## src/rtl/sha1sh_pkg.sv

```systemverilog
// Shared types, constants and round functions for the SHA-1 stream hasher.
// No dependencies; imported by the controller, datapath and top level.
package sha1sh_pkg;

  localparam int unsigned NumRounds = 80;
  localparam int unsigned NumWords  = 5;

  localparam logic [31:0] K0 = 32'h5A827999;
  localparam logic [31:0] K1 = 32'h6ED9EBA1;
  localparam logic [31:0] K2 = 32'h8F1BBCDC;
  localparam logic [31:0] K3 = 32'hCA62C1D6;

  localparam logic [31:0] HInit [NumWords] = '{
    32'h67452301, 32'hEFCDAB89, 32'h98BADCFE, 32'h10325476, 32'hC3D2E1F0
  };

  localparam logic [7:0] PadByte  = 8'h80;
  localparam logic [7:0] ZeroByte = 8'h00;

  localparam logic [5:0] LastSlot   = 6'd63;
  localparam logic [5:0] LengthSlot = 6'd56;
  localparam logic [6:0] LastRound  = 7'd79;
  localparam logic [2:0] LastIndex  = 3'd4;

  typedef enum logic [1:0] {
    BYTE_DATA,
    BYTE_PAD,
    BYTE_ZERO,
    BYTE_LEN
  } byte_sel_e;

  typedef struct packed {
    logic       push;       // shift one byte into the block buffer
    byte_sel_e  byte_sel;   // source of the pushed byte
    logic       load_work;  // copy chain words into a..e
    logic       round;      // run one compression round
    logic [6:0] round_idx;  // round number, 0 to 79
    logic       add_chain;  // fold a..e into the chain words
    logic       out_shift;  // rotate the chain words toward the output
    logic       clear;      // restore initial chain and zero length
  } dp_cmd_t;

  function automatic logic [31:0] round_f(input logic [6:0] idx, input logic [31:0] b,
                                          input logic [31:0] c, input logic [31:0] d);
    logic [31:0] res;
    if (idx < 7'd20) begin
      res = (b & c) | (~b & d);
    end else if (idx < 7'd40) begin
      res = b ^ c ^ d;
    end else if (idx < 7'd60) begin
      res = (b & c) | (b & d) | (c & d);
    end else begin
      res = b ^ c ^ d;
    end
    return res;
  endfunction

  function automatic logic [31:0] round_k(input logic [6:0] idx);
    logic [31:0] res;
    if (idx < 7'd20) begin
      res = K0;
    end else if (idx < 7'd40) begin
      res = K1;
    end else if (idx < 7'd60) begin
      res = K2;
    end else begin
      res = K3;
    end
    return res;
  endfunction

endpackage

```

## src/rtl/sha1sh_ctrl.sv

```systemverilog
// Controller of the SHA-1 stream hasher: handshakes, fill count, padding
// sequence, round counter and digest output. Depends on sha1sh_pkg.
module sha1sh_ctrl (
  input  logic                clk_i,
  input  logic                rst_ni,
  input  logic                s_valid_i,
  output logic                s_ready_o,
  input  logic                present_i,
  input  logic                end_i,
  output logic                m_valid_o,
  input  logic                m_ready_i,
  output logic [2:0]          m_index_o,
  output logic                m_last_o,
  output sha1sh_pkg::dp_cmd_t cmd_o
);
  import sha1sh_pkg::*;

  typedef enum logic [2:0] {
    ST_IDLE,
    ST_PAD,
    ST_COMP,
    ST_ADD,
    ST_OUT
  } state_e;

  state_e     state_q;
  logic [5:0] fill_q;
  logic       fin_q;
  logic       sent80_q;
  logic [3:0] len_cnt_q;
  logic [6:0] round_q;
  logic [2:0] idx_q;
  logic       m_valid_q;

  assign s_ready_o = (state_q == ST_IDLE);
  assign m_valid_o = m_valid_q;
  assign m_index_o = idx_q;
  assign m_last_o  = (idx_q == LastIndex);

  always_comb begin
    cmd_o = '0;
    case (state_q)
      ST_IDLE: begin
        cmd_o.push     = s_valid_i & present_i;
        cmd_o.byte_sel = BYTE_DATA;
      end
      ST_PAD: begin
        cmd_o.push = 1'b1;
        if (!sent80_q) begin
          cmd_o.byte_sel = BYTE_PAD;
        end else if (len_cnt_q == 4'd0 && fill_q != LengthSlot) begin
          cmd_o.byte_sel = BYTE_ZERO;
        end else begin
          cmd_o.byte_sel = BYTE_LEN;
        end
      end
      ST_COMP: begin
        cmd_o.round     = 1'b1;
        cmd_o.round_idx = round_q;
      end
      ST_ADD: begin
        cmd_o.add_chain = 1'b1;
      end
      ST_OUT: begin
        cmd_o.out_shift = m_ready_i;
        cmd_o.clear     = m_ready_i & (idx_q == LastIndex);
      end
      default: begin
        cmd_o = '0;
      end
    endcase
    cmd_o.load_work = cmd_o.push & (fill_q == LastSlot);
  end

  always_ff @(posedge clk_i or negedge rst_ni) begin
    if (!rst_ni) begin
      state_q   <= ST_IDLE;
      fill_q    <= '0;
      fin_q     <= 1'b0;
      sent80_q  <= 1'b0;
      len_cnt_q <= '0;
      round_q   <= '0;
      idx_q     <= '0;
      m_valid_q <= 1'b0;
    end else begin
      case (state_q)
        ST_IDLE: begin
          if (s_valid_i) begin
            if (present_i) begin
              fill_q <= fill_q + 6'd1;
              if (fill_q == LastSlot) begin
                state_q <= ST_COMP;
                round_q <= '0;
                fin_q   <= end_i;
              end else if (end_i) begin
                state_q <= ST_PAD;
                fin_q   <= 1'b1;
              end
            end else if (end_i) begin
              state_q <= ST_PAD;
              fin_q   <= 1'b1;
            end
          end
        end
        ST_PAD: begin
          fill_q <= fill_q + 6'd1;
          if (!sent80_q) begin
            sent80_q <= 1'b1;
          end else if (len_cnt_q != 4'd0 || fill_q == LengthSlot) begin
            len_cnt_q <= len_cnt_q + 4'd1;
          end
          if (fill_q == LastSlot) begin
            state_q <= ST_COMP;
            round_q <= '0;
          end
        end
        ST_COMP: begin
          round_q <= round_q + 7'd1;
          if (round_q == LastRound) begin
            state_q <= ST_ADD;
          end
        end
        ST_ADD: begin
          if (!fin_q) begin
            state_q <= ST_IDLE;
          end else if (len_cnt_q[3]) begin
            state_q   <= ST_OUT;
            idx_q     <= '0;
            m_valid_q <= 1'b1;
          end else begin
            state_q <= ST_PAD;
          end
        end
        ST_OUT: begin
          if (m_ready_i) begin
            idx_q <= idx_q + 3'd1;
            if (idx_q == LastIndex) begin
              state_q   <= ST_IDLE;
              m_valid_q <= 1'b0;
              fin_q     <= 1'b0;
              sent80_q  <= 1'b0;
              len_cnt_q <= '0;
              fill_q    <= '0;
            end
          end
        end
        default: begin
          state_q <= ST_IDLE;
        end
      endcase
    end
  end

endmodule

```

## src/rtl/sha1sh_dp.sv

```systemverilog
// Datapath of the SHA-1 stream hasher: block buffer / message schedule,
// round registers, chain words and bit length. Depends on sha1sh_pkg.
module sha1sh_dp (
  input  logic                clk_i,
  input  logic                rst_ni,
  input  sha1sh_pkg::dp_cmd_t cmd_i,
  input  logic [7:0]          data_i,
  output logic [31:0]         digest_o
);
  import sha1sh_pkg::*;

  // Word j of the window sits at msg_q[511-32*j -: 32]; word 0 is oldest.
  logic [511:0] msg_q;
  logic [31:0]  a_q, b_q, c_q, d_q, e_q;
  logic [31:0]  ch_q [NumWords];
  logic [63:0]  len_q;

  logic [7:0]  push_byte;
  logic [31:0] w0, w2, w8, w13, wx, w_next, t_sum;

  always_comb begin
    case (cmd_i.byte_sel)
      BYTE_DATA: push_byte = data_i;
      BYTE_PAD:  push_byte = PadByte;
      BYTE_ZERO: push_byte = ZeroByte;
      BYTE_LEN:  push_byte = len_q[63:56];
      default:   push_byte = ZeroByte;
    endcase
  end

  assign w0     = msg_q[511:480];
  assign w2     = msg_q[447:416];
  assign w8     = msg_q[255:224];
  assign w13    = msg_q[95:64];
  assign wx     = w13 ^ w8 ^ w2 ^ w0;
  assign w_next = {wx[30:0], wx[31]};
  assign t_sum  = {a_q[26:0], a_q[31:27]} + round_f(cmd_i.round_idx, b_q, c_q, d_q)
                + e_q + w0 + round_k(cmd_i.round_idx);

  assign digest_o = ch_q[0];

  always_ff @(posedge clk_i) begin
    if (cmd_i.push) begin
      msg_q <= {msg_q[503:0], push_byte};
    end else if (cmd_i.round) begin
      msg_q <= {msg_q[479:0], w_next};
    end
    if (cmd_i.load_work) begin
      a_q <= ch_q[0];
      b_q <= ch_q[1];
      c_q <= ch_q[2];
      d_q <= ch_q[3];
      e_q <= ch_q[4];
    end else if (cmd_i.round) begin
      a_q <= t_sum;
      b_q <= a_q;
      c_q <= {b_q[1:0], b_q[31:2]};
      d_q <= c_q;
      e_q <= d_q;
    end
  end

  always_ff @(posedge clk_i or negedge rst_ni) begin
    if (!rst_ni) begin
      len_q <= '0;
      for (int i = 0; i < NumWords; i++) begin
        ch_q[i] <= HInit[i];
      end
    end else begin
      if (cmd_i.clear) begin
        len_q <= '0;
        for (int i = 0; i < NumWords; i++) begin
          ch_q[i] <= HInit[i];
        end
      end else begin
        if (cmd_i.push && cmd_i.byte_sel == BYTE_DATA) begin
          len_q <= len_q + 64'd8;
        end else if (cmd_i.push && cmd_i.byte_sel == BYTE_LEN) begin
          len_q <= {len_q[55:0], 8'h00};
        end
        if (cmd_i.add_chain) begin
          ch_q[0] <= ch_q[0] + a_q;
          ch_q[1] <= ch_q[1] + b_q;
          ch_q[2] <= ch_q[2] + c_q;
          ch_q[3] <= ch_q[3] + d_q;
          ch_q[4] <= ch_q[4] + e_q;
        end else if (cmd_i.out_shift) begin
          for (int i = 0; i < NumWords - 1; i++) begin
            ch_q[i] <= ch_q[i + 1];
          end
          ch_q[NumWords - 1] <= ch_q[0];
        end
      end
    end
  end

endmodule

```

## src/rtl/sha1_stream_hasher_core.sv

```systemverilog
// Top level of the SHA-1 stream hasher: joins the controller and datapath.
// Depends on sha1sh_pkg, sha1sh_ctrl and sha1sh_dp.
//
// SHA-1 over a byte stream. Each input transfer may carry one message byte
// (tuser high) and may close the message (tlast high). While idle the block
// takes one transfer per cycle. The transfer that fills a 64-byte block
// holds the input while the single round unit runs the 80 rounds and the
// result is folded into the chain words. A closing transfer starts
// padding, fed one byte per cycle through the same buffer between
// compressions (0x80, zeros up to byte 56, then the 64-bit big-endian bit
// length), with one or two compressions along the way. The digest then
// leaves as five 32-bit transfers, H0 first, index in tuser and tlast on
// the fifth; after the fifth the chain words, bit length and padding state
// are restored and the block accepts the next message. The input stays
// stalled from the closing transfer until the last digest word is taken.
// The bit length wraps modulo 2^64.
module sha1_stream_hasher_core (
  input  logic        clk_i,
  input  logic        rst_ni,
  // input stream
  input  logic        s_axis_tvalid,
  output logic        s_axis_tready,
  input  logic [7:0]  s_axis_tdata,   // [7:0] data_byte
  input  logic        s_axis_tuser,   // [0] byte_present
  input  logic        s_axis_tlast,   // end_of_message
  // digest stream
  output logic        m_axis_tvalid,
  input  logic        m_axis_tready,
  output logic [31:0] m_axis_tdata,   // [31:0] digest_word
  output logic [2:0]  m_axis_tuser,   // [2:0] word_index
  output logic        m_axis_tlast    // last_word
);
  import sha1sh_pkg::*;

  // command bundle from the sequencer to the hash datapath
  dp_cmd_t cmd;

  sha1sh_ctrl u_ctrl (
    .clk_i     (clk_i),
    .rst_ni    (rst_ni),
    .s_valid_i (s_axis_tvalid),
    .s_ready_o (s_axis_tready),
    .present_i (s_axis_tuser),
    .end_i     (s_axis_tlast),
    .m_valid_o (m_axis_tvalid),
    .m_ready_i (m_axis_tready),
    .m_index_o (m_axis_tuser),
    .m_last_o  (m_axis_tlast),
    .cmd_o     (cmd)
  );

  // digest word comes straight from the head chain register
  sha1sh_dp u_dp (
    .clk_i    (clk_i),
    .rst_ni   (rst_ni),
    .cmd_i    (cmd),
    .data_i   (s_axis_tdata),
    .digest_o (m_axis_tdata)
  );

endmodule
```

## config.mk

```make
export PLATFORM = sky130hd
export DESIGN_NAME = sha1_stream_hasher_core
export DESIGN_NICKNAME = d
export VERILOG_FILES = /design/src/rtl/sha1sh_pkg.sv /design/src/rtl/sha1sh_ctrl.sv /design/src/rtl/sha1sh_dp.sv /design/src/rtl/sha1_stream_hasher_core.sv
export SDC_FILE = /design/constraint.sdc
export NUM_CORES = 2
export LEC_CHECK = 0
export ABC_CLOCK_PERIOD_IN_PS = 22200
export BUFFER_PORTS_ARGS = -buffer_cell sky130_fd_sc_hd__buf_2
export CORE_MARGIN = 2
export CORE_UTILIZATION = 35
export CTS_CLUSTER_SIZE = 20
export DETAILED_ROUTE_END_ITERATION = 12
export GPL_ROUTABILITY_DRIVEN = 0
export SLEW_MARGIN = 10
export SYNTH_ARGS = -nofsm -noshare
export SYNTH_HDL_FRONTEND = slang
export SYNTH_SLANG_ARGS = --single-unit
```

## constraint.sdc

```tcl
create_clock -name clk_i -period 22.2 [get_ports clk_i]
set_clock_uncertainty 0.05 [all_clocks]
set_input_delay 2.22 -clock clk_i [delete_from_list [all_inputs] [get_ports clk_i]]
set_output_delay 2.22 -clock clk_i [all_outputs]
set_load 0.01 [all_outputs]
```

==> impl_metrics.py <==
metrics = {
    "clocking": {
        "cts-root-buf": "clkbuf_16",
        "cts.sinks": 919,
        "clock_path_buffers": 3,
        "clock_latency_ns": 0.78,
        "cts_tree": "yes",
        "cts_inserted_buffers": 103,
        "cts_resized": 0,
        "htree_levels": 3,
        "ctsHoldBuffers": 0,
        "post_cts_buffers": 0,
        "path_clk_slew_ns": 0.07,
    },
    "layout": {
        "final_cells": 8132,
        "area_growth_syn_to_layout_pct": 9.78,
        "finalNetCount": 6357,
        "layout-drive-gt1-share_pct": 6.19,
        "antenna_cells": 0,
    },
    "place": {
        "dp_cells": 7944,
        "io_buffers": 51,
        "hpwl_um": 107000,
    },
    "yosys": {
        "yosys-top-cells-area": "edfxtp_1 (36%), nand2_1 (15%), dfrtp_1 (7.5%)",
        "synth-seq-cells": 919,
        "post-synth-top-count-cell": "nand2_1",
        "yosysTopAreaCellShare_pct": 36.4,
        "synth_edf_count": 672,
        "synth_ff_type": "edfxtp_1",
        "ys_seq_area_share_pct": 47.8,
        "syn_area_per_cell_sq_um": 9.05,
        "synth_top_area_cell": "edfxtp_1",
        "async_flop_share_pct": 26.9,
        "synthDistinctLibCells": 93,
        "syn_inst": 6117,
        "synth_common_cells": "nand2_1 (2171), edfxtp_1 (672), o21ai_0 (316)",
        "synth_area_sq_um": 55400,
        "synth_nets": 6483,
        "yosys_warnings": 0,
    },
    "sta": {
        "tightest_slew_ns": 1.40,
        "finalHoldViolations": 0,
        "slew_viol_final": 0,
        "fmax_mhz": 122,
        "rsz0062_at_grt": "false",
        "slew_headroom_pct": 5.76,
        "final.min_clock_period_ns": 8.19,
        "setup_viol": 0,
        "tns_ns": 0,
        "fin_crit_sh_pct": 36.9,
    },
    "grt": {
        "grt_pass1_wl_um": 248000,
        "antenna_found_initial": 0,
        "grt_use_total_pct": 19.3,
        "grt_pass1_vias": 41600,
        "grt-ovfl-total": 0,
        "grt_max_degree": 212,
    },
    "pwr": {
        "power_density_nw_per_um2": 142,
        "power.leakage_nw": 26.5,
        "max-vdd-ir-drop_mv": 0.0959,
    },
    "routing": {
        "drt_pass1_iterations": 6,
        "drc": 0,
        "drtIter0Drc": 4155,
        "viasPerCell": 5.36,
        "routed_wl_um": 159000,
        "drtAntennaViolNets": 0,
        "vias": 43600,
        "wl_per_cell_um": 19.5,
    },
    "hold_path": {
        "hold_class": "register to register",
        "worstHoldPathCells": 1,
    },
    "critical_path": {
        "startpoint_type": "register",
        "critPathRequiredTime_ns": 22.60,
        "reg2reg_depth": 24,
        "crit_fanout": 35,
        "worstPathArrival_ns": 8.59,
        "ff2ff_setup_slack_ns": 14.01,
        "criticalPathCategory": "register to register",
        "worstSetupEndpointType": "register",
    },
    "floorplanning": {
        "rows": 145,
        "die_h_um": 402,
        "die_area_sq_um": 161000,
        "die_x_um": 402,
        "core_area_sq_um": 157000,
        "initial_core_util_pct": 35.3,
        "io_pins": 52,
    },
    "status": {
        "run_status": "finished, final reports clean",
    },
    "flow_run": {
        "maxCapViolations": 0,
    },
}
[worst max-delay path: stages, from the launching register on]
cell      delay, ns
dfrtp_1        0.55
or3_1          0.67
nor2_4         0.41
nor3_2         0.12
inv_2          0.58
nand2_2        0.68
o221a_2        0.47
fa_1           0.47
inv_1          0.06
fa_1           0.48
fa_1           0.52
inv_1          0.05
ha_1           0.21
inv_1          0.08
fa_1           0.22
nor2b_1        0.07
o21ai_0        0.22
a21oi_1        0.17
o211a_1        0.29
a41o_1         0.33
o311ai_1       0.42
a31oi_1        0.21
a21oi_1        0.21
mux2i_1        0.20
o21ai_0        0.08
[registers in the layout, summed over array words and instances, names as in the netlist]
register	count
u_ctrl.state_q	3
u_dp.ch_q	128
u_dp.d_q	32
u_ctrl.sent80_q	1
u_ctrl.len_cnt_q	4
u_dp.e_q	32
u_ctrl.m_index_o	3
u_ctrl.fin_q	1
u_dp.c_q	32
u_dp.len_q	61
u_dp.msg_q	512
u_dp.a_q	32
u_ctrl.m_valid_o	1
u_dp.b_q	32
u_ctrl.fill_q	6
u_ctrl.round_q	7
u_dp.digest_o	32
[metrics by stage]
step / hold WS, ns / worst slack, ns / instance area (sq um) / total power, mW / utilization (%)
3_5_place_dp: 0.436 / 14.11 / 57400 / 6.85 / 36.6
2_1_floorplan: 0.410 / 6.89 / 55400 / 6.01 / -
4_1_cts: 0.446 / 14.06 / 60800 / 8.66 / 38.8
5_1_grt: 0.471 / 13.54 / 60800 / 9.26 / 38.8
3_3_place_gp: 0.405 / 14.31 / 57400 / 6.78 / 36.6
6_report: 0.437 / 14.01 / 60800 / 8.63 / 38.8
[cell type report]
| cell class | count | area (sq um) |
|---|---|---|
| Sequential cell | 919 | 26500 |
| Clock inverter | 48 | 598 |
| Multi-Input combinational cell | 4629 | 26800 |
| Inverter | 246 | 928 |
| Tap cell | 2058 | 2570 |
| Fill cell | 15700 | 95900 |
| Clock buffer | 140 | 2850 |
| Timing Repair Buffer | 92 | 636 |
[logic make-up (layout without fill, tap and decap cells)]
| family | after synthesis | count (layout) | share of synthesized area [%] |
|---|---|---|---|
| AOI/OAI and AO/OA | 1079 | 1079 | 12.3 |
| and+or+nand+nor | 2918 | 2918 | 21.7 |
| DFF | 919 | 919 | 47.8 |
| buffers and inverters | 569 | 526 | 4.09 |
| xor gates and xnor gates | 239 | 239 | 3.78 |
| muxes | 41 | 41 | 0.745 |
| adders and majority gates | 352 | 352 | 9.63 |
[layout by cell type (no fill, tap or decap), types with 16 or more instances in the layout]
| master | netlist | routed |
|---|---|---|
| nor2b_1 | 43 | 43 |
| nand4_1 | 20 | 20 |
| o21ai_0 | 316 | 316 |
| nor2_1 | 268 | 267 |
| buf_4 | 33 | 36 |
| a31oi_1 | 40 | 40 |
| nand3_1 | 116 | 115 |
| a221o_1 | 18 | 18 |
| nand2_1 | 2171 | 2167 |
| o31ai_1 | 19 | 19 |
| o32ai_1 | 21 | 21 |
| fa_1 | 124 | 124 |
| clkbuf_1 | 256 | 26 |
| a21o_1 | 74 | 74 |
| a21oi_1 | 294 | 294 |
| nor3b_1 | 18 | 17 |
| inv_1 | 244 | 243 |
| and3_1 | 54 | 52 |
| ha_1 | 228 | 228 |
| buf_2 | 3 | 50 |
| xor2_1 | 63 | 63 |
| xnor2_1 | 176 | 176 |
| and2_1 | 24 | 23 |
| a211oi_1 | 39 | 39 |
| clkbuf_16 | 0 | 105 |
| nand2b_1 | 31 | 30 |
| nor3_1 | 77 | 75 |
| a211o_1 | 16 | 16 |
| dfrtp_1 | 167 | 167 |
| edfxtp_1 | 672 | 672 |
| mux2i_1 | 39 | 39 |
| or3_1 | 45 | 45 |
| o21bai_1 | 22 | 22 |
| dfstp_2 | 80 | 80 |
| o21a_1 | 37 | 37 |
| o211ai_1 | 47 | 47 |
[layer usage]
layer  routed length (um)  GRT usage, %
met5                    0             0
met4                 5210          6.82
met2                72800          30.5
met3                10500          2.93
met1                70100          26.9
[where the power goes]
| part | total (mW) | internal, mW | switching, mW |
|---|---|---|---|
| sequential | 3.48 | 2.88 | 0.600 |
| clock | 1.77 | 1.00 | 0.771 |
| combinational | 3.38 | 1.31 | 2.07 |
[path summary, 6_finish.rpt]
check	start	end
worst max register to register	u_ctrl.state_q[2]	u_dp.a_q[23]
worst min-delay path	u_ctrl.m_valid_o	u_ctrl.m_valid_o
worst min register to register	u_ctrl.m_valid_o	u_ctrl.m_valid_o
min in group asynchronous	rst_ni	u_dp.ch_q[40]
max in group asynchronous	rst_ni	u_dp.digest_o[20]
worst max-delay path	u_ctrl.state_q[2]	u_dp.a_q[23]
(Power assumes the default switching activity.)
